<file path="src/rtl/tts_pkg.sv">
// Shared types, constants and helpers of the template tag segment scanner.
`default_nettype none
package tts_pkg;

  localparam int unsigned MAX_LEN_DEF  = 1024;
  localparam int unsigned CHAR_W       = 8;
  localparam int unsigned FIELD_W      = 11;
  localparam int unsigned CFG_IDX_W    = 8;
  localparam int unsigned QUEUE_DEPTH  = 4;

  localparam logic [CHAR_W-1:0] DELIM_RST = 8'd64;  // '@'
  localparam logic [CHAR_W-1:0] SEP_RST   = 8'd58;  // ':'

  localparam logic [CFG_IDX_W-1:0] REG_TAG_DELIMITER     = 8'd0;
  localparam logic [CFG_IDX_W-1:0] REG_SEGMENT_SEPARATOR = 8'd1;

  localparam logic [1:0] KIND_PLAIN   = 2'd0;
  localparam logic [1:0] KIND_OPTION  = 2'd1;
  localparam logic [1:0] KIND_COMPARE = 2'd2;

  typedef enum logic [1:0] {
    PH_SEEK,
    PH_INSIDE,
    PH_CLOSED
  } tts_phase_t;

  // Classification of one character, handed from front to back.
  typedef struct packed {
    logic term;    // end of string
    logic drop;    // beyond the maximum length
    logic pair_d;  // this and the previous character are the delimiter
    logic pair_s;  // this and the previous character are the separator
    logic oper;    // character of the operator set
  } tts_class_t;

  localparam int unsigned CLASS_W = $bits(tts_class_t);

  function automatic logic is_oper(input logic [CHAR_W-1:0] c);
    return (c == 8'h21) || (c == 8'h3D) || (c == 8'h3C) ||
           (c == 8'h3E) || (c == 8'h26) || (c == 8'h7C);
  endfunction

endpackage
`default_nettype wire

</file>
<file path="src/rtl/tts_in_if.sv">
// Character channel: one character or a terminator per word.
`default_nettype none
interface tts_in_if;
  logic       valid;
  logic       ready;
  logic [7:0] ch;
  logic       terminator;

  modport source (output valid, ch, terminator, input ready);
  modport sink (input valid, ch, terminator, output ready);
endinterface
`default_nettype wire

</file>
<file path="src/rtl/tts_out_if.sv">
// Result channel: tag and segment bounds of one string per word.
`default_nettype none
interface tts_out_if;
  logic        valid;
  logic        ready;
  logic        found;
  logic [1:0]  segment_kind;
  logic [10:0] tag_start;
  logic [10:0] tag_end;
  logic [10:0] var_start;
  logic [10:0] var_end;
  logic [10:0] attr_start;
  logic [10:0] attr_end;
  logic [10:0] value_start;
  logic [10:0] value_end;
  logic        too_long;

  modport source (output valid, found, segment_kind, tag_start, tag_end, var_start,
                  var_end, attr_start, attr_end, value_start, value_end, too_long,
                  input ready);
  modport sink (input valid, found, segment_kind, tag_start, tag_end, var_start,
                var_end, attr_start, attr_end, value_start, value_end, too_long,
                output ready);
endinterface
`default_nettype wire

</file>
<file path="src/rtl/template_tag_segment_scanner_core.sv">
// Top level of the template tag segment scanner: front end, queue, back end.
//
//   channel    direction  word                           handshake
//   in_chan    in         ch, terminator                 valid/ready
//   out_res    out        found, kind, eight bounds,     valid/ready
//                         too_long
//   cfg_*      in         index, 8-bit data              write enable
//
// One character word per cycle sustained while the queue is not full; the front
// end classifies a word in the cycle it is taken, the back end consumes it from
// the queue in the next cycle if no word waits ahead of it, and the result word
// is registered: a terminator passes the queue entry, then the result register.
// Reset (rst_n low at a clock edge) restores '@' and ':' and clears the scan.
// A stalled result stalls only the back end; the queue absorbs up to four
// words before in_chan.ready drops.
`default_nettype none
module template_tag_segment_scanner_core
  import tts_pkg::*;
#(
  parameter int unsigned MAX_LEN = MAX_LEN_DEF
) (
  input  wire logic                 clk,
  input  wire logic                 rst_n,
  tts_in_if.sink                    in_chan,
  tts_out_if.source                 out_res,
  input  wire logic                 cfg_we,
  input  wire logic [CFG_IDX_W-1:0] cfg_index,
  input  wire logic [CHAR_W-1:0]    cfg_wdata
);
  // Position counter holds the maximum length itself.
  localparam int unsigned POS_W = $clog2(MAX_LEN + 1);
  localparam int unsigned QW    = CLASS_W + POS_W;

  logic             q_push, q_full, q_pop, q_not_empty;
  tts_class_t       f_class, b_class;
  logic [POS_W-1:0] f_pos, b_pos;
  logic [QW-1:0]    q_rdata;

  // Classify and hold the registers.
  tts_front #(.MAX_LEN(MAX_LEN), .POS_W(POS_W)) u_front (
    .clk       (clk),
    .rst_n     (rst_n),
    .in_chan   (in_chan),
    .cfg_we    (cfg_we),
    .cfg_index (cfg_index),
    .cfg_wdata (cfg_wdata),
    .q_full    (q_full),
    .q_push    (q_push),
    .q_class   (f_class),
    .q_pos     (f_pos)
  );

  // Decouple the two halves.
  tts_queue #(.WIDTH(QW), .DEPTH(QUEUE_DEPTH)) u_queue (
    .clk       (clk),
    .rst_n     (rst_n),
    .push      (q_push),
    .wdata     ({f_class, f_pos}),
    .full      (q_full),
    .pop       (q_pop),
    .rdata     (q_rdata),
    .not_empty (q_not_empty)
  );

  assign b_class = tts_class_t'(q_rdata[QW-1:POS_W]);
  assign b_pos   = q_rdata[POS_W-1:0];

  // Track the tag and emit on the terminator word.
  tts_back #(.MAX_LEN(MAX_LEN), .POS_W(POS_W)) u_back (
    .clk         (clk),
    .rst_n       (rst_n),
    .q_not_empty (q_not_empty),
    .q_class     (b_class),
    .q_pos       (b_pos),
    .q_pop       (q_pop),
    .out_res     (out_res)
  );
endmodule
`default_nettype wire

</file>
<file path="src/rtl/tts_queue.sv">
// Small register FIFO between the classifier and the scanner.
`default_nettype none
module tts_queue #(
  parameter int unsigned WIDTH = 8,
  parameter int unsigned DEPTH = 4
) (
  input  wire logic             clk,
  input  wire logic             rst_n,
  input  wire logic             push,
  input  wire logic [WIDTH-1:0] wdata,
  output logic                  full,
  input  wire logic             pop,
  output logic [WIDTH-1:0]      rdata,
  output logic                  not_empty
);
  localparam int unsigned AW = (DEPTH > 1) ? $clog2(DEPTH) : 1;
  localparam int unsigned CW = $clog2(DEPTH + 1);

  logic [WIDTH-1:0] mem_r [DEPTH];
  logic [AW-1:0]    wptr_r, wptr_nxt, rptr_r, rptr_nxt;
  logic [CW-1:0]    cnt_r, cnt_nxt;

  assign full      = (cnt_r == CW'(DEPTH));
  assign not_empty = (cnt_r != '0);
  assign rdata     = mem_r[rptr_r];

  always_comb begin
    wptr_nxt = wptr_r;
    rptr_nxt = rptr_r;
    if (push) begin
      wptr_nxt = (wptr_r == AW'(DEPTH - 1)) ? '0 : wptr_r + 1'b1;
    end
    if (pop) begin
      rptr_nxt = (rptr_r == AW'(DEPTH - 1)) ? '0 : rptr_r + 1'b1;
    end
    cnt_nxt = cnt_r + CW'(push) - CW'(pop);
  end

  always_ff @(posedge clk) begin
    if (!rst_n) begin
      wptr_r <= '0;
      rptr_r <= '0;
      cnt_r  <= '0;
    end else begin
      wptr_r <= wptr_nxt;
      rptr_r <= rptr_nxt;
      cnt_r  <= cnt_nxt;
    end
  end

  always_ff @(posedge clk) begin
    if (push) begin
      mem_r[wptr_r] <= wdata;
    end
  end
endmodule
`default_nettype wire

</file>
<file path="src/rtl/tts_front.sv">
// Front end: takes characters, holds the registers, classifies each word.
`default_nettype none
module tts_front
  import tts_pkg::*;
#(
  parameter int unsigned MAX_LEN = MAX_LEN_DEF,
  parameter int unsigned POS_W   = $clog2(MAX_LEN + 1)
) (
  input  wire logic                 clk,
  input  wire logic                 rst_n,
  tts_in_if.sink                    in_chan,
  input  wire logic                 cfg_we,
  input  wire logic [CFG_IDX_W-1:0] cfg_index,
  input  wire logic [CHAR_W-1:0]    cfg_wdata,
  input  wire logic                 q_full,
  output logic                      q_push,
  output tts_class_t                q_class,
  output logic [POS_W-1:0]          q_pos
);
  logic [CHAR_W-1:0] delim_r, sep_r;
  logic [CHAR_W-1:0] prev_r, prev_nxt;
  logic [POS_W-1:0]  pos_r, pos_nxt;

  assign in_chan.ready = !q_full;
  assign q_push        = in_chan.valid && !q_full;
  assign q_pos         = pos_r;

  always_comb begin
    q_class.term   = in_chan.terminator;
    q_class.drop   = !in_chan.terminator && (pos_r >= POS_W'(MAX_LEN));
    q_class.pair_d = (prev_r == delim_r) && (in_chan.ch == delim_r);
    q_class.pair_s = (prev_r == sep_r) && (in_chan.ch == sep_r);
    q_class.oper   = is_oper(in_chan.ch);
  end

  always_comb begin
    prev_nxt = prev_r;
    pos_nxt  = pos_r;
    if (q_push) begin
      if (q_class.term) begin
        prev_nxt = '0;
        pos_nxt  = '0;
      end else if (!q_class.drop) begin
        prev_nxt = in_chan.ch;
        pos_nxt  = pos_r + 1'b1;
      end
    end
  end

  always_ff @(posedge clk) begin
    if (!rst_n) begin
      delim_r <= DELIM_RST;
      sep_r   <= SEP_RST;
      prev_r  <= '0;
      pos_r   <= '0;
    end else begin
      prev_r <= prev_nxt;
      pos_r  <= pos_nxt;
      if (cfg_we && cfg_index == REG_TAG_DELIMITER) begin
        delim_r <= cfg_wdata;
      end
      if (cfg_we && cfg_index == REG_SEGMENT_SEPARATOR) begin
        sep_r <= cfg_wdata;
      end
    end
  end
endmodule
`default_nettype wire

</file>
<file path="src/rtl/tts_back.sv">
// Back end: tracks tag and segment positions and builds the result word.
`default_nettype none
module tts_back
  import tts_pkg::*;
#(
  parameter int unsigned MAX_LEN = MAX_LEN_DEF,
  parameter int unsigned POS_W   = $clog2(MAX_LEN + 1)
) (
  input  wire logic        clk,
  input  wire logic        rst_n,
  input  wire logic        q_not_empty,
  input  wire tts_class_t  q_class,
  input  wire logic [POS_W-1:0] q_pos,
  output logic             q_pop,
  tts_out_if.source        out_res
);
  localparam int unsigned W = (POS_W > FIELD_W) ? POS_W : FIELD_W;

  tts_phase_t       phase_r, phase_nxt;
  logic             pv_r, pv_nxt;
  logic [POS_W-1:0] open_r, open_nxt, close_r, close_nxt;
  logic [POS_W-1:0] sep1_r, sep1_nxt, sep2_r, sep2_nxt, oper_r, oper_nxt;
  logic             f1_r, f1_nxt, f2_r, f2_nxt, fo_r, fo_nxt;
  logic             ovf_r, ovf_nxt;
  logic             pair_d, pair_s, step;
  logic [POS_W-1:0] pos_m1;

  logic             out_valid_r;
  logic             found_r;
  logic [1:0]       kind_r;
  logic [FIELD_W-1:0] ts_r, te_r, vs_r, ve_r, as_r, ae_r, os_r, oe_r;
  logic             long_r;

  logic             found_c;
  logic [1:0]       kind_c;
  logic [W-1:0]     ae_w;
  logic [FIELD_W-1:0] ts_c, te_c, vs_c, ve_c, as_c, ae_c, os_c, oe_c;

  assign q_pop  = q_not_empty && (!q_class.term || !out_valid_r || out_res.ready);
  assign step   = q_pop && !q_class.term && !q_class.drop;
  assign pair_d = pv_r && q_class.pair_d;
  assign pair_s = pv_r && q_class.pair_s;
  assign pos_m1 = q_pos - 1'b1;

  // Phase sequencing.
  always_comb begin
    phase_nxt = phase_r;
    if (q_pop && q_class.term) begin
      phase_nxt = PH_SEEK;
    end else if (step) begin
      unique case (phase_r)
        PH_SEEK:   if (pair_d) phase_nxt = PH_INSIDE;
        PH_INSIDE: if (pair_d) phase_nxt = PH_CLOSED;
        PH_CLOSED: phase_nxt = PH_CLOSED;
        default:   phase_nxt = PH_SEEK;
      endcase
    end
  end

  // Position captures and match flags.
  always_comb begin
    pv_nxt    = pv_r;
    open_nxt  = open_r;
    close_nxt = close_r;
    sep1_nxt  = sep1_r;
    sep2_nxt  = sep2_r;
    oper_nxt  = oper_r;
    f1_nxt    = f1_r;
    f2_nxt    = f2_r;
    fo_nxt    = fo_r;
    ovf_nxt   = ovf_r;
    if (q_pop && q_class.term) begin
      pv_nxt    = 1'b0;
      open_nxt  = '0;
      close_nxt = '0;
      sep1_nxt  = '0;
      sep2_nxt  = '0;
      oper_nxt  = '0;
      f1_nxt    = 1'b0;
      f2_nxt    = 1'b0;
      fo_nxt    = 1'b0;
      ovf_nxt   = 1'b0;
    end else if (q_pop && q_class.drop) begin
      ovf_nxt = 1'b1;
    end else if (step) begin
      pv_nxt = 1'b1;
      unique case (phase_r)
        PH_SEEK: begin
          if (pair_d) begin
            open_nxt = pos_m1;
            pv_nxt   = 1'b0;
          end
        end
        PH_INSIDE: begin
          if (pair_d) begin
            close_nxt = pos_m1;
          end else if (!f1_r) begin
            if (pair_s) begin
              sep1_nxt = pos_m1;
              f1_nxt   = 1'b1;
              pv_nxt   = 1'b0;
            end
          end else begin
            if (!f2_r && pair_s) begin
              sep2_nxt = pos_m1;
              f2_nxt   = 1'b1;
            end
            if (!fo_r && q_class.oper) begin
              oper_nxt = q_pos;
              fo_nxt   = 1'b1;
            end
          end
        end
        default: ;
      endcase
    end
  end

  // Result fields from the current scan state.
  always_comb begin
    found_c = (phase_r == PH_CLOSED);
    kind_c  = KIND_PLAIN;
    ae_w    = '0;
    if (found_c && f1_r) begin
      if (f2_r) begin
        kind_c = KIND_OPTION;
        ae_w   = W'(sep2_r);
      end else if (fo_r && (oper_r < close_r)) begin
        kind_c = KIND_COMPARE;
        ae_w   = W'(oper_r);
      end
    end
    ts_c = '0;
    te_c = '0;
    vs_c = '0;
    ve_c = '0;
    as_c = '0;
    ae_c = '0;
    os_c = '0;
    oe_c = '0;
    if (found_c) begin
      ts_c = FIELD_W'(W'(open_r));
      te_c = FIELD_W'(W'(close_r) + W'(2));
      vs_c = FIELD_W'(W'(open_r) + W'(2));
      ve_c = FIELD_W'(W'(close_r));
      if (kind_c != KIND_PLAIN) begin
        ve_c = FIELD_W'(W'(sep1_r));
        as_c = FIELD_W'(W'(sep1_r) + W'(2));
        ae_c = FIELD_W'(ae_w);
        os_c = FIELD_W'(ae_w + W'(2));
        oe_c = FIELD_W'(W'(close_r));
      end
    end
  end

  always_ff @(posedge clk) begin
    if (!rst_n) begin
      phase_r     <= PH_SEEK;
      pv_r        <= 1'b0;
      open_r      <= '0;
      close_r     <= '0;
      sep1_r      <= '0;
      sep2_r      <= '0;
      oper_r      <= '0;
      f1_r        <= 1'b0;
      f2_r        <= 1'b0;
      fo_r        <= 1'b0;
      ovf_r       <= 1'b0;
      out_valid_r <= 1'b0;
    end else begin
      phase_r <= phase_nxt;
      pv_r    <= pv_nxt;
      open_r  <= open_nxt;
      close_r <= close_nxt;
      sep1_r  <= sep1_nxt;
      sep2_r  <= sep2_nxt;
      oper_r  <= oper_nxt;
      f1_r    <= f1_nxt;
      f2_r    <= f2_nxt;
      fo_r    <= fo_nxt;
      ovf_r   <= ovf_nxt;
      if (q_pop && q_class.term) begin
        out_valid_r <= 1'b1;
      end else if (out_res.ready) begin
        out_valid_r <= 1'b0;
      end
    end
  end

  always_ff @(posedge clk) begin
    if (q_pop && q_class.term) begin
      found_r <= found_c;
      kind_r  <= kind_c;
      ts_r    <= ts_c;
      te_r    <= te_c;
      vs_r    <= vs_c;
      ve_r    <= ve_c;
      as_r    <= as_c;
      ae_r    <= ae_c;
      os_r    <= os_c;
      oe_r    <= oe_c;
      long_r  <= ovf_r;
    end
  end

  assign out_res.valid        = out_valid_r;
  assign out_res.found        = found_r;
  assign out_res.segment_kind = kind_r;
  assign out_res.tag_start    = ts_r;
  assign out_res.tag_end      = te_r;
  assign out_res.var_start    = vs_r;
  assign out_res.var_end      = ve_r;
  assign out_res.attr_start   = as_r;
  assign out_res.attr_end     = ae_r;
  assign out_res.value_start  = os_r;
  assign out_res.value_end    = oe_r;
  assign out_res.too_long     = long_r;
endmodule
`default_nettype wire

</file>
<file path="src/flat_wrapper.sv">
// flat-port wrapper written by rule: the top's interface ports become plain ports
module template_tag_segment_scanner_core_flat import tts_pkg::*;
#(
  parameter int unsigned MAX_LEN = MAX_LEN_DEF
)
  (clk, rst_n, cfg_we, cfg_index, cfg_wdata, in_chan_valid, in_chan_ch, in_chan_terminator, in_chan_ready, out_res_valid, out_res_found, out_res_segment_kind, out_res_tag_start, out_res_tag_end, out_res_var_start, out_res_var_end, out_res_attr_start, out_res_attr_end, out_res_value_start, out_res_value_end, out_res_too_long, out_res_ready);
  tts_in_if in_chan_i ();
  tts_out_if out_res_i ();
  input  wire logic clk;
  input  wire logic rst_n;
  input  wire logic cfg_we;
  input  wire logic [CFG_IDX_W-1:0] cfg_index;
  input  wire logic [CHAR_W-1:0] cfg_wdata;
  input wire logic [$bits(in_chan_i.valid)-1:0] in_chan_valid;
  input wire logic [$bits(in_chan_i.ch)-1:0] in_chan_ch;
  input wire logic [$bits(in_chan_i.terminator)-1:0] in_chan_terminator;
  output wire logic [$bits(in_chan_i.ready)-1:0] in_chan_ready;
  output wire logic [$bits(out_res_i.valid)-1:0] out_res_valid;
  output wire logic [$bits(out_res_i.found)-1:0] out_res_found;
  output wire logic [$bits(out_res_i.segment_kind)-1:0] out_res_segment_kind;
  output wire logic [$bits(out_res_i.tag_start)-1:0] out_res_tag_start;
  output wire logic [$bits(out_res_i.tag_end)-1:0] out_res_tag_end;
  output wire logic [$bits(out_res_i.var_start)-1:0] out_res_var_start;
  output wire logic [$bits(out_res_i.var_end)-1:0] out_res_var_end;
  output wire logic [$bits(out_res_i.attr_start)-1:0] out_res_attr_start;
  output wire logic [$bits(out_res_i.attr_end)-1:0] out_res_attr_end;
  output wire logic [$bits(out_res_i.value_start)-1:0] out_res_value_start;
  output wire logic [$bits(out_res_i.value_end)-1:0] out_res_value_end;
  output wire logic [$bits(out_res_i.too_long)-1:0] out_res_too_long;
  input wire logic [$bits(out_res_i.ready)-1:0] out_res_ready;
  assign in_chan_i.valid = in_chan_valid;
  assign in_chan_i.ch = in_chan_ch;
  assign in_chan_i.terminator = in_chan_terminator;
  assign in_chan_ready = in_chan_i.ready;
  assign out_res_valid = out_res_i.valid;
  assign out_res_found = out_res_i.found;
  assign out_res_segment_kind = out_res_i.segment_kind;
  assign out_res_tag_start = out_res_i.tag_start;
  assign out_res_tag_end = out_res_i.tag_end;
  assign out_res_var_start = out_res_i.var_start;
  assign out_res_var_end = out_res_i.var_end;
  assign out_res_attr_start = out_res_i.attr_start;
  assign out_res_attr_end = out_res_i.attr_end;
  assign out_res_value_start = out_res_i.value_start;
  assign out_res_value_end = out_res_i.value_end;
  assign out_res_too_long = out_res_i.too_long;
  assign out_res_i.ready = out_res_ready;
  template_tag_segment_scanner_core #(.MAX_LEN(MAX_LEN)) u_core (.clk(clk), .rst_n(rst_n), .in_chan(in_chan_i), .out_res(out_res_i), .cfg_we(cfg_we), .cfg_index(cfg_index), .cfg_wdata(cfg_wdata));
endmodule
</file>
<file path="config.mk">
export PLATFORM = sky130hd
export DESIGN_NAME = template_tag_segment_scanner_core_flat
export DESIGN_NICKNAME = d
export VERILOG_FILES = /design/src/rtl/tts_pkg.sv /design/src/rtl/tts_in_if.sv /design/src/rtl/tts_out_if.sv /design/src/rtl/template_tag_segment_scanner_core.sv /design/src/rtl/tts_queue.sv /design/src/rtl/tts_front.sv /design/src/rtl/tts_back.sv /design/src/flat_wrapper.sv
export SDC_FILE = /design/constraint.sdc
export NUM_CORES = 1
export LEC_CHECK = 0
export ABC_AREA = 1
export BUFFER_PORTS_ARGS = -buffer_cell sky130_fd_sc_hd__buf_4
export CAP_MARGIN = 10
export CORE_AREA = 4 4 149 187
export DETAILED_ROUTE_END_ITERATION = 10
export DIE_AREA = 0 0 153 191
export PLACE_DENSITY_LB_ADDON = 0.12
export SLEW_MARGIN = 20
export SYNTH_ARGS = -nofsm -noshare
export SYNTH_HDL_FRONTEND = slang
export SYNTH_SLANG_ARGS = --single-unit
</file>
<file path="constraint.sdc">
create_clock -name clk -period 7.65 [get_ports clk]
set_input_delay 0.3825 -clock clk [delete_from_list [all_inputs] [get_ports clk]]
set_output_delay 0.3825 -clock clk [all_outputs]
set_load 0.01 [all_outputs]
</file>
# After elaboration in Yosys (flattened, before gate mapping)
# Memories as Yosys holds them, arrays and structs flattened. A register that Yosys moved wholly into a read port is not among the register bits.
# Cells that the tools add are included.
op_classes:
  eq_ne: 19
  bitwise: 4
  n_lt_le_gt_ge: 2
  reduce_logical: 47
  mux: 29
  n_addsub: 10
op_table:
  columns: ["operator", "count"]
  rows:
  - ["$mux 11", 6]
  - ["$add 11x2->11 const B", 4]
  - ["$eq 8x6->1 const B", 5]
  - ["$eq 8x8->1", 4]
  - ["$mux 2", 9]
  - ["$reduce_and 6->1", 3]
  - ["$logic_and 1x1->1", 17]
  - ["$mux 8", 2]
  - ["$reduce_and 4->1", 3]
  - ["$add 11x1->11 const B", 1]
  - ["$ge 11x11->1 const B", 1]
  - ["$lt 11x11->1", 1]
  - ["$sub 11x1->11 const B", 1]
  - ["$mux 1", 10]
  - ["$eq 8x1->1 const B", 1]
  - ["$eq 8x7->1 const B", 1]
  - ["$logic_not 8->1", 1]
  - ["$logic_not 1->1", 7]
  - ["$logic_or 1x1->1", 7]
  - ["$eq 2x2->1 const B", 3]
  - ["$ne 2x2->1 const B", 3]
  - ["$pmux 2 s3", 1]
  - ["$reduce_and 2->1", 3]
  - ["$add 2x1->2 const B", 2]
  - ["other kinds (11)", 15]
totals:
  output_inout_bits: 94
  mem_bits_rw: 64
  mem_count: 1
  reg_bits: 197
mem_list:
  columns: ["name", "depth", "word_bits", "rd", "rd_clocked_by_memory_dff", "write_ports", "line_no", "source"]
  rows:
  - ["u_core.u_queue.mem_r", 4, 16, 1, 1, 1, "tts_queue.sv:19", "logic [WIDTH-1:0] mem_r [DEPTH];"]

# Logic depth before layout (Yosys ltp)
# Gate-level depths: netlist (run 1).
logic_depth:
  ltp_word: 7
  mapped_depth: 16
  depth_no_buf: 16

# Hierarchy
# From an unflattened synthesis (run 1), not the netlist that was laid out.
unflattened:
  hier_cells: 1274
  area_unflattened_um2: 11796.3
by_module_without_submodules:
  columns: ["module", "seq_area_each_um2", "cells_each", "instances", "area_per_inst_um2"]
  rows:
  - ["tts_back", 3963.8, 706, 1, 6696.4]
  - ["tts_queue", 2102.0, 245, 1, 3051.7]
  - ["tts_front", 700.7, 323, 1, 2048.2]

# Least setup slack after synthesis (run 1)
# OpenSTA, ideal clock, no wires.
synth_timing:
  path_type: "reg-to-reg"
  start: "register with a tool-made name"
  end: "register u_core.u_back.fo_r"
  t_arrival_ns: 5.272
  synth_period_minus_slack_ns: 5.389
  slack_ns: 2.261
  path_buffers: 3
  path_stages_with_launch: 12
  setup_time_ns: 0.118
  cell_sequence: "dfxtp_1 -> buf_6 -> nand2_1 -> nand3_2 -> nand2_2 -> o21ai_4 -> nor2_1 -> nor2_2 -> buf_2 -> inv_2 -> buf_2 -> nor2_1"
synth_lines:
  columns: ["element", "line_no", "source"]
  rows:
  - ["end signal, assigned", "tts_back.sv:180", "fo_r <= fo_nxt;"]
  - ["end, declared", "tts_back.sv:23", "logic f1_r, f1_nxt, f2_r, f2_nxt, fo_r, fo_nxt;"]

==> results.toml, run 1 <==
[status]
status = "complete, no violations"

[timing]
slew_viol_final = 0
finalClockSkew_ns = 0.0116
hold-worst-slack_ns = 0.0730
hold_violations = 0
clock.fmax_mhz = 336
setup_violations = 0
rsz0062_at_grt = "no"
final.setup.tns_ns = 0
fin_crit_sh_pct = 39.0
slew_headroom_pct = 33.1
period_needed_ns = 2.98
tightest_slew_ns = 1.00

[floorplan]
core_area_mm2 = 0.0259
dieArea_mm2 = 0.0292
start_util_pct = 44.5
rows = 66
die_w_um = 153
chipHeight_um = 191
design.portCount = 124

[yosys]
synth_largest_area_cell = "edfxtp_1"
synth_ff_type = "edfxtp_1"
synth_area_mm2 = 0.0115
netlist_instances = 1202
async_flop_share_pct = 0
synth_top_cell_area_share_pct = 40.0
yosys-top-cells-area = "edfxtp_1 40%, dfxtp_1 19%, nand2_1 6.3%"
synth-edff-count = 154
syn_area_per_cell_um2 = 9.61
synth_cell_types = 55
yosysWarningCount = 0
synth_fp_nets = 1260
seq_area_frac_synth_pct = 58.6
ys_ff_latch = 261

[clock_tree]
htree_levels = 1
numCtsBuffers = 25
clock_latency_ns = 0.52
cts_resized = 0
cts_tree = "done"
clkTransAtPathRegs_ns = 0.06
ctsRootBufferMaster = "clkbuf_16"
cts_setup_buffers = 0
postCtsHoldBufs = 0
cts_max_path_buffers = 3
clock-sinks = 261

[setup_path]
r2r_slack_ns = 4.67
crit_top_cell = "inv_1"
rr_endpoint = "u_core.u_back.sep2_r[6]$_SDFFE_PP0P_"
crit_path_max_incr_delay_ns = 0.55
slowest_stage = "xnor2_1"
worstSetupPathType = "register to register"
worstPathArrival_ns = 3.39
worstSetupStartpointType = "register"
path_max_fanout = 20
critPathCaptureType = "register"
worst_ep_required_time_ns = 8.06
endpoint = "u_core.u_back.sep2_r[6]$_SDFFE_PP0P_"
worstRegToRegCells = 13
crit_chain = "buf_4 -> inv_1 -> a21oi_1 -> a32oi_2 -> inv_1 -> ha_1 -> inv_1 -> nor2_2 -> nand3_1 -> xnor2_1 -> inv_1 -> nor2_1 -> nor2_1"

[power]
total_power_mw = 4.53
p_per_area_mw_per_mm2 = 332
irDropWorstVdd_mv = 0.158
p_leak_nw = 5.43

[route]
wl_per_cell_um = 15.8
ant_nets = 0
drcViolationCount = 0
drt_pass1_iterations = 5
vias = 8426
vias_per_cell = 5.02
drtIter0Drc = 450
wl_um = 26600

[layout]
diodes = 0
drive_gt1_share_pct = 15.4
finalInstanceArea_mm2 = 0.0137
layout_common_cells = "195 x nand2_1, 154 x edfxtp_1, 139 x inv_1"
nFillCells = 2462
final_common_cell = "nand2_1"
postLayoutCoreUtil_pct = 52.7
syn_to_final_growth_pct = 18.2
nets = 1380

[place]
port_buffers = 123
dp_hpwl_um = 19300
post_dp_cell_area_mm2 = 0.0128
gp_congestion = 0.854

[global_routing]
grt_pass1_vias = 8253
grt_first_pass_wirelength_um = 43100
grt_max_degree = 51
track_usage_pct = 18.1
grt_overflow = 0
antenna_found_initial = 0

[hold_path]
hold_path_class = "primary input to register"

[run]
drv_cap = 0
-- synthesized netlist by cell type (3+ instances only) --
cell type and n:
nand2_1 195, edfxtp_1 154, inv_1 139, a21oi_1 115, nor2_1 109, dfxtp_1 107
o21ai_0 95, nand3_1 55, ha_1 27, xnor2_1 24, nor3_1 21, nand4_1 17
buf_2 15, xor2_1 13, clkbuf_1 12, a211oi_1 10, nor4_1 8, inv_2 7
or2_2 7, buf_4 6, a31oi_1 5, clkinv_1 5, nand3_2 4, nor3b_1 4
o211ai_1 4, nand3b_1 3, nor2_2 3, o22a_1 3
-- layer usage --
metal	share of wire, %	routed length [um]	track usage, %	up-vias
li1	-	-	-	4313
met1	42	11100	21.2	3903
met2	52	13800	34.0	167
met3	4.0	1050	2.51	43
met4	2.5	656	5.76	0
met5	0	0	0	-
-- area by class of cell --
type                    instances  area [um^2]  area share (%)
flip-flops and latches        261         6770            49.6
multi-input cells             752         4030            29.5
repair buffers                130          976            7.15
clock buffers                  32          662            4.85
inverters                     152          573            4.20
well taps                     340          425            3.12
clock inverters                13          221            1.62
-- worst min-delay path by stage --
stage	startpoint	end	slack, ns	cells after the start
after floorplan	u_core.u_back.ovf_r$_SDFFE_PP0P_	u_core.u_back.out_res.too_long$_DFFE_PP_	0.41	0
after global placement	u_core.u_back.sep2_r[1]$_SDFFE_PP0P_	u_core.u_back.sep2_r[1]$_SDFFE_PP0P_	0.45	2
after detailed placement	u_core.u_back.sep2_r[2]$_SDFFE_PP0P_	u_core.u_back.sep2_r[2]$_SDFFE_PP0P_	0.46	2
after CTS	cfg_wdata[5]	u_core.u_front.sep_r[5]$_SDFFE_PN1P_	0.06	3
after global routing	cfg_wdata[3]	u_core.u_front.sep_r[3]$_SDFFE_PN1P_	0.07	3
final	cfg_wdata[5]	u_core.u_front.sep_r[5]$_SDFFE_PN1P_	0.07	3
-- stage by stage --
stage	worst slack, ns	std cells
floorplan	2.26	1202
finish	4.67	1680
CTS	4.62	1680
detailed placement	4.64	1635
global placement	4.69	1635
global route	4.39	1680
-- where the power goes --
| part | internal, mW | switching, mW |
|---|---|---|
| Sequential | 1.84 | 0.0919 |
| Clock | 0.814 | 0.508 |
| Combinational | 0.445 | 0.828 |
-- sequential cells by signal, summed over array words and instances, names as in the netlist, 3 cells and up, named ones only --
name and flops:
u_core.u_back.out_res.var_end 11, u_core.u_back.open_r 11, u_core.u_back.out_res.attr_end 11, u_core.u_back.oper_r 11, u_core.u_back.sep2_r 11, u_core.u_back.out_res.var_start 10, u_core.u_queue.mem_r 64, u_core.u_front.prev_r 8
u_core.u_back.out_res.value_end 11, u_core.u_back.out_res.tag_start 11, u_core.u_front.sep_r 8, u_core.u_front.delim_r 8, u_core.u_back.out_res.value_start 10, u_core.u_back.out_res.tag_end 11, u_core.u_front.q_pos 11, u_core.u_back.sep1_r 11
u_core.u_queue.cnt_r 3, u_core.u_back.out_res.attr_start 11, u_core.u_back.close_r 11
-- critical path: cells and delay by family, from the launching register on --
kind,cells,cell delay (ns)
buf+inv,5,0.98
xor+xnor,1,0.55
fa+ha+maj,1,0.21
compound gates,2,0.37
flops,1,0.31
simple gates,4,0.46
-- logic make-up after synthesis --
| group | share of synthesized area [%] |
|---|---|
| AO/OA/AOI/OAI | 11.8 |
| XOR/XNOR | 2.81 |
| adder cells (fa/ha/maj) | 3.10 |
| buffers and inverters | 6.65 |
| flip-flops | 58.6 |
| AND/OR/NAND/NOR | 17.1 |
No activity file was read; power rests on OpenSTA's default activity.
==> run 2: changes to the inputs <==
==> constraint.sdc (replaced) <==
create_clock -name clk -period 2.5 [get_ports clk]
set_input_delay 0.125 -clock clk [delete_from_list [all_inputs] [get_ports clk]]
set_output_delay 0.125 -clock clk [all_outputs]
set_load 0.01 [all_outputs]
==> run 2 against run 1 <==
Net effect: register-to-register slack worse by 4.6 ns; non-clock buffer count rose by 81; utilization is 3.5 points higher; design area increased by 6.7%; largest cell class unchanged.
==> results.toml, run 2 (synthesized netlist as in run 1, its figures left out) <==
[route]
drt_pass1_iterations = 5
vias = 8861
wl_um = 27700
ant_nets = 0
drtIter0Drc = 423
drcViolationCount = 0
wl_per_cell_um = 15.7
vias_per_cell = 5.02

[setup_path]
critPathCaptureType = "register"
crit_top_cell = "nand2_1"
rr_endpoint = "u_core.u_back.out_res.value_start[9]$_SDFFCE_PN0P_"
r2r_slack_ns = 0.1
path_max_fanout = 5
crit_chain = "inv_1 -> ha_4 -> nand2_1 -> inv_1 -> nand3_1 -> nand3_2 -> nor2_4 -> nand3_2 -> a21oi_2 -> ha_2 -> nand2_1 -> nor2_2 -> nand2_1 -> nand2_1 -> nand2_1"
slowest_stage = "dfxtp_1"
worst_ep_required_time_ns = 2.78
crit_path_max_incr_delay_ns = 0.33
worstPathArrival_ns = 2.69
worstSetupStartpointType = "register"
timing.rr.start = "u_core.u_back.close_r[10]$_SDFFE_PP0P_"
worstSetupPathType = "register to register"
worstRegToRegCells = 15

[layout]
largest_reg_flops = 64
multi_input_area_mm2 = 0.00415
nFillCells = 2354
final_common_cell = "nand2_1"
top_register = "u_core.u_queue.mem_r"
diodes = 0
drive_gt1_share_pct = 20.4
syn_to_final_growth_pct = 26.1
final-seq-area_mm2 = 0.00677
nets = 1462
fin_cells = 1764
finalInstanceArea_mm2 = 0.0146
layout_common_cells = "190 x nand2_1, 181 x buf_4, 154 x edfxtp_1"

[timing]
tightest_slew_ns = 0.695
hold_violations = 0
postLayoutSetupSlackWorst_ns = 0.0951
slew_viol_final = 0
clock.fmax_mhz = 416
period_needed_ns = 2.40
finalClockSkew_ns = 0.0158
final.setup.tns_ns = 0
fin_crit_sh_pct = 96.2
setup_violations = 0
slew_headroom_pct = 53.2

[floorplan]
dieArea_mm2 = 0.0292
core_area_mm2 = 0.0259
start_util_pct = 44.5
design.portCount = 124
chipHeight_um = 191
die_w_um = 153
rows = 66

[hold_path]
hold_path_depth = 4
hold_path_class = "primary input to register"
holdCritStartpoint = "cfg_index[0]"
min_to = "u_core.u_front.delim_r[3]$_SDFFE_PN0P_"

[run]
drv_cap = 0

[global_routing]
met1_usage_pct = 20.9
grt_pass1_vias = 8699
grt_overflow = 0
gr-usage-met2_pct = 35.7
grtUsageMet3_pct = 2.56
grt_first_pass_wirelength_um = 44300
grt_max_degree = 48
busiest_layer = "met2"
track_usage_pct = 18.5
antenna_found_initial = 0

[clock_tree]
cts_max_path_buffers = 3
clock-sinks = 261
htree_levels = 1
clock_latency_ns = 0.54
ctsRootBufferMaster = "clkbuf_16"
numCtsBuffers = 26
cts_tree = "done"
clkTransAtPathRegs_ns = 0.07

[place]
dp_hpwl_um = 19900
gp_congestion = 0.865
post_dp_cell_area_mm2 = 0.0132
placed_cells = 1687
place_ws_ns = 0.0935
port_buffers = 123

[power]
irDropWorstVdd_mv = 0.590
total_power_mw = 14.4
p_per_area_mw_per_mm2 = 991
p_leak_nw = 5.88

[status]
status = "complete, no violations"
==> run 2: critical path: cells and delay by family, from the launching register on <==
family,cells,cell delay [ns]
AOI/OAI and AO/OA,1,0.20
adders and majority gates,2,0.46
buffers and inverters,2,0.15
DFF,1,0.33
and+or+nand+nor,10,1.03
==> run 2: timing repair <==
action / in CTS / in global routing
hold buffers: 25 / 0
hold endpoints to repair: 37 / 0
resized for setup: 0 / 21
setup endpoints to repair: 0 / 20
buffers inserted: 0 / 4
==> run 2: area by class of cell <==
cell class,count,share of cell area (%)
clock buffer,31,4.81
clock inverter,17,1.59
inverter,152,3.95
multi-input combinational,752,28.5
sequential,261,46.5
tap,340,2.92
timing repair buffer,211,11.7
==> run 2: how the worst max path moves through the flow <==
stage / startpoint / end / depth (start not counted)
5_1_grt: u_core.u_back.close_r[10]$_SDFFE_PP0P_ / u_core.u_back.out_res.value_start[9]$_SDFFCE_PN0P_ / 15
2_1_floorplan: register / u_core.u_back.oper_r[5]$_SDFFE_PP0P_ / 11
3_3_place_gp: u_core.u_back.close_r[10]$_SDFFE_PP0P_ / u_core.u_back.out_res.value_start[9]$_SDFFCE_PN0P_ / 15
4_1_cts: u_core.u_back.close_r[2]$_SDFFE_PP0P_ / u_core.u_back.out_res.value_start[9]$_SDFFCE_PN0P_ / 13
6_report: u_core.u_back.close_r[10]$_SDFFE_PP0P_ / u_core.u_back.out_res.value_start[9]$_SDFFCE_PN0P_ / 15
3_5_place_dp: u_core.u_back.close_r[2]$_SDFFE_PP0P_ / u_core.u_back.out_res.value_start[9]$_SDFFCE_PN0P_ / 13
==> run 2: stage by stage <==
stage | utilization, % | hold slack, ns
floorplan | - | 0.224
finish | 56.2 | 0.0105
global route | 56.2 | 0.0425
CTS | 55.6 | 0.00147
global placement | 51.1 | 0.336
detailed placement | 51.1 | 0.338
==> run 2: report_power, final <==
part           total (mW)  switching [mW]  internal, mW
logic                4.28            2.63          1.64
registers            5.94           0.306          5.63
clock network        4.21            1.68          2.53
==> run 2: layer usage <==
| metal | vias to the layer above | part of all wire [%] | wire length [um] |
|---|---|---|---|
| li1 | 4481 | - | - |
| met1 | 4094 | 40 | 11100 |
| met2 | 226 | 53 | 14600 |
| met3 | 60 | 4.3 | 1190 |
| met4 | 0 | 3.0 | 835 |
| met5 | - | 0 | 0 |
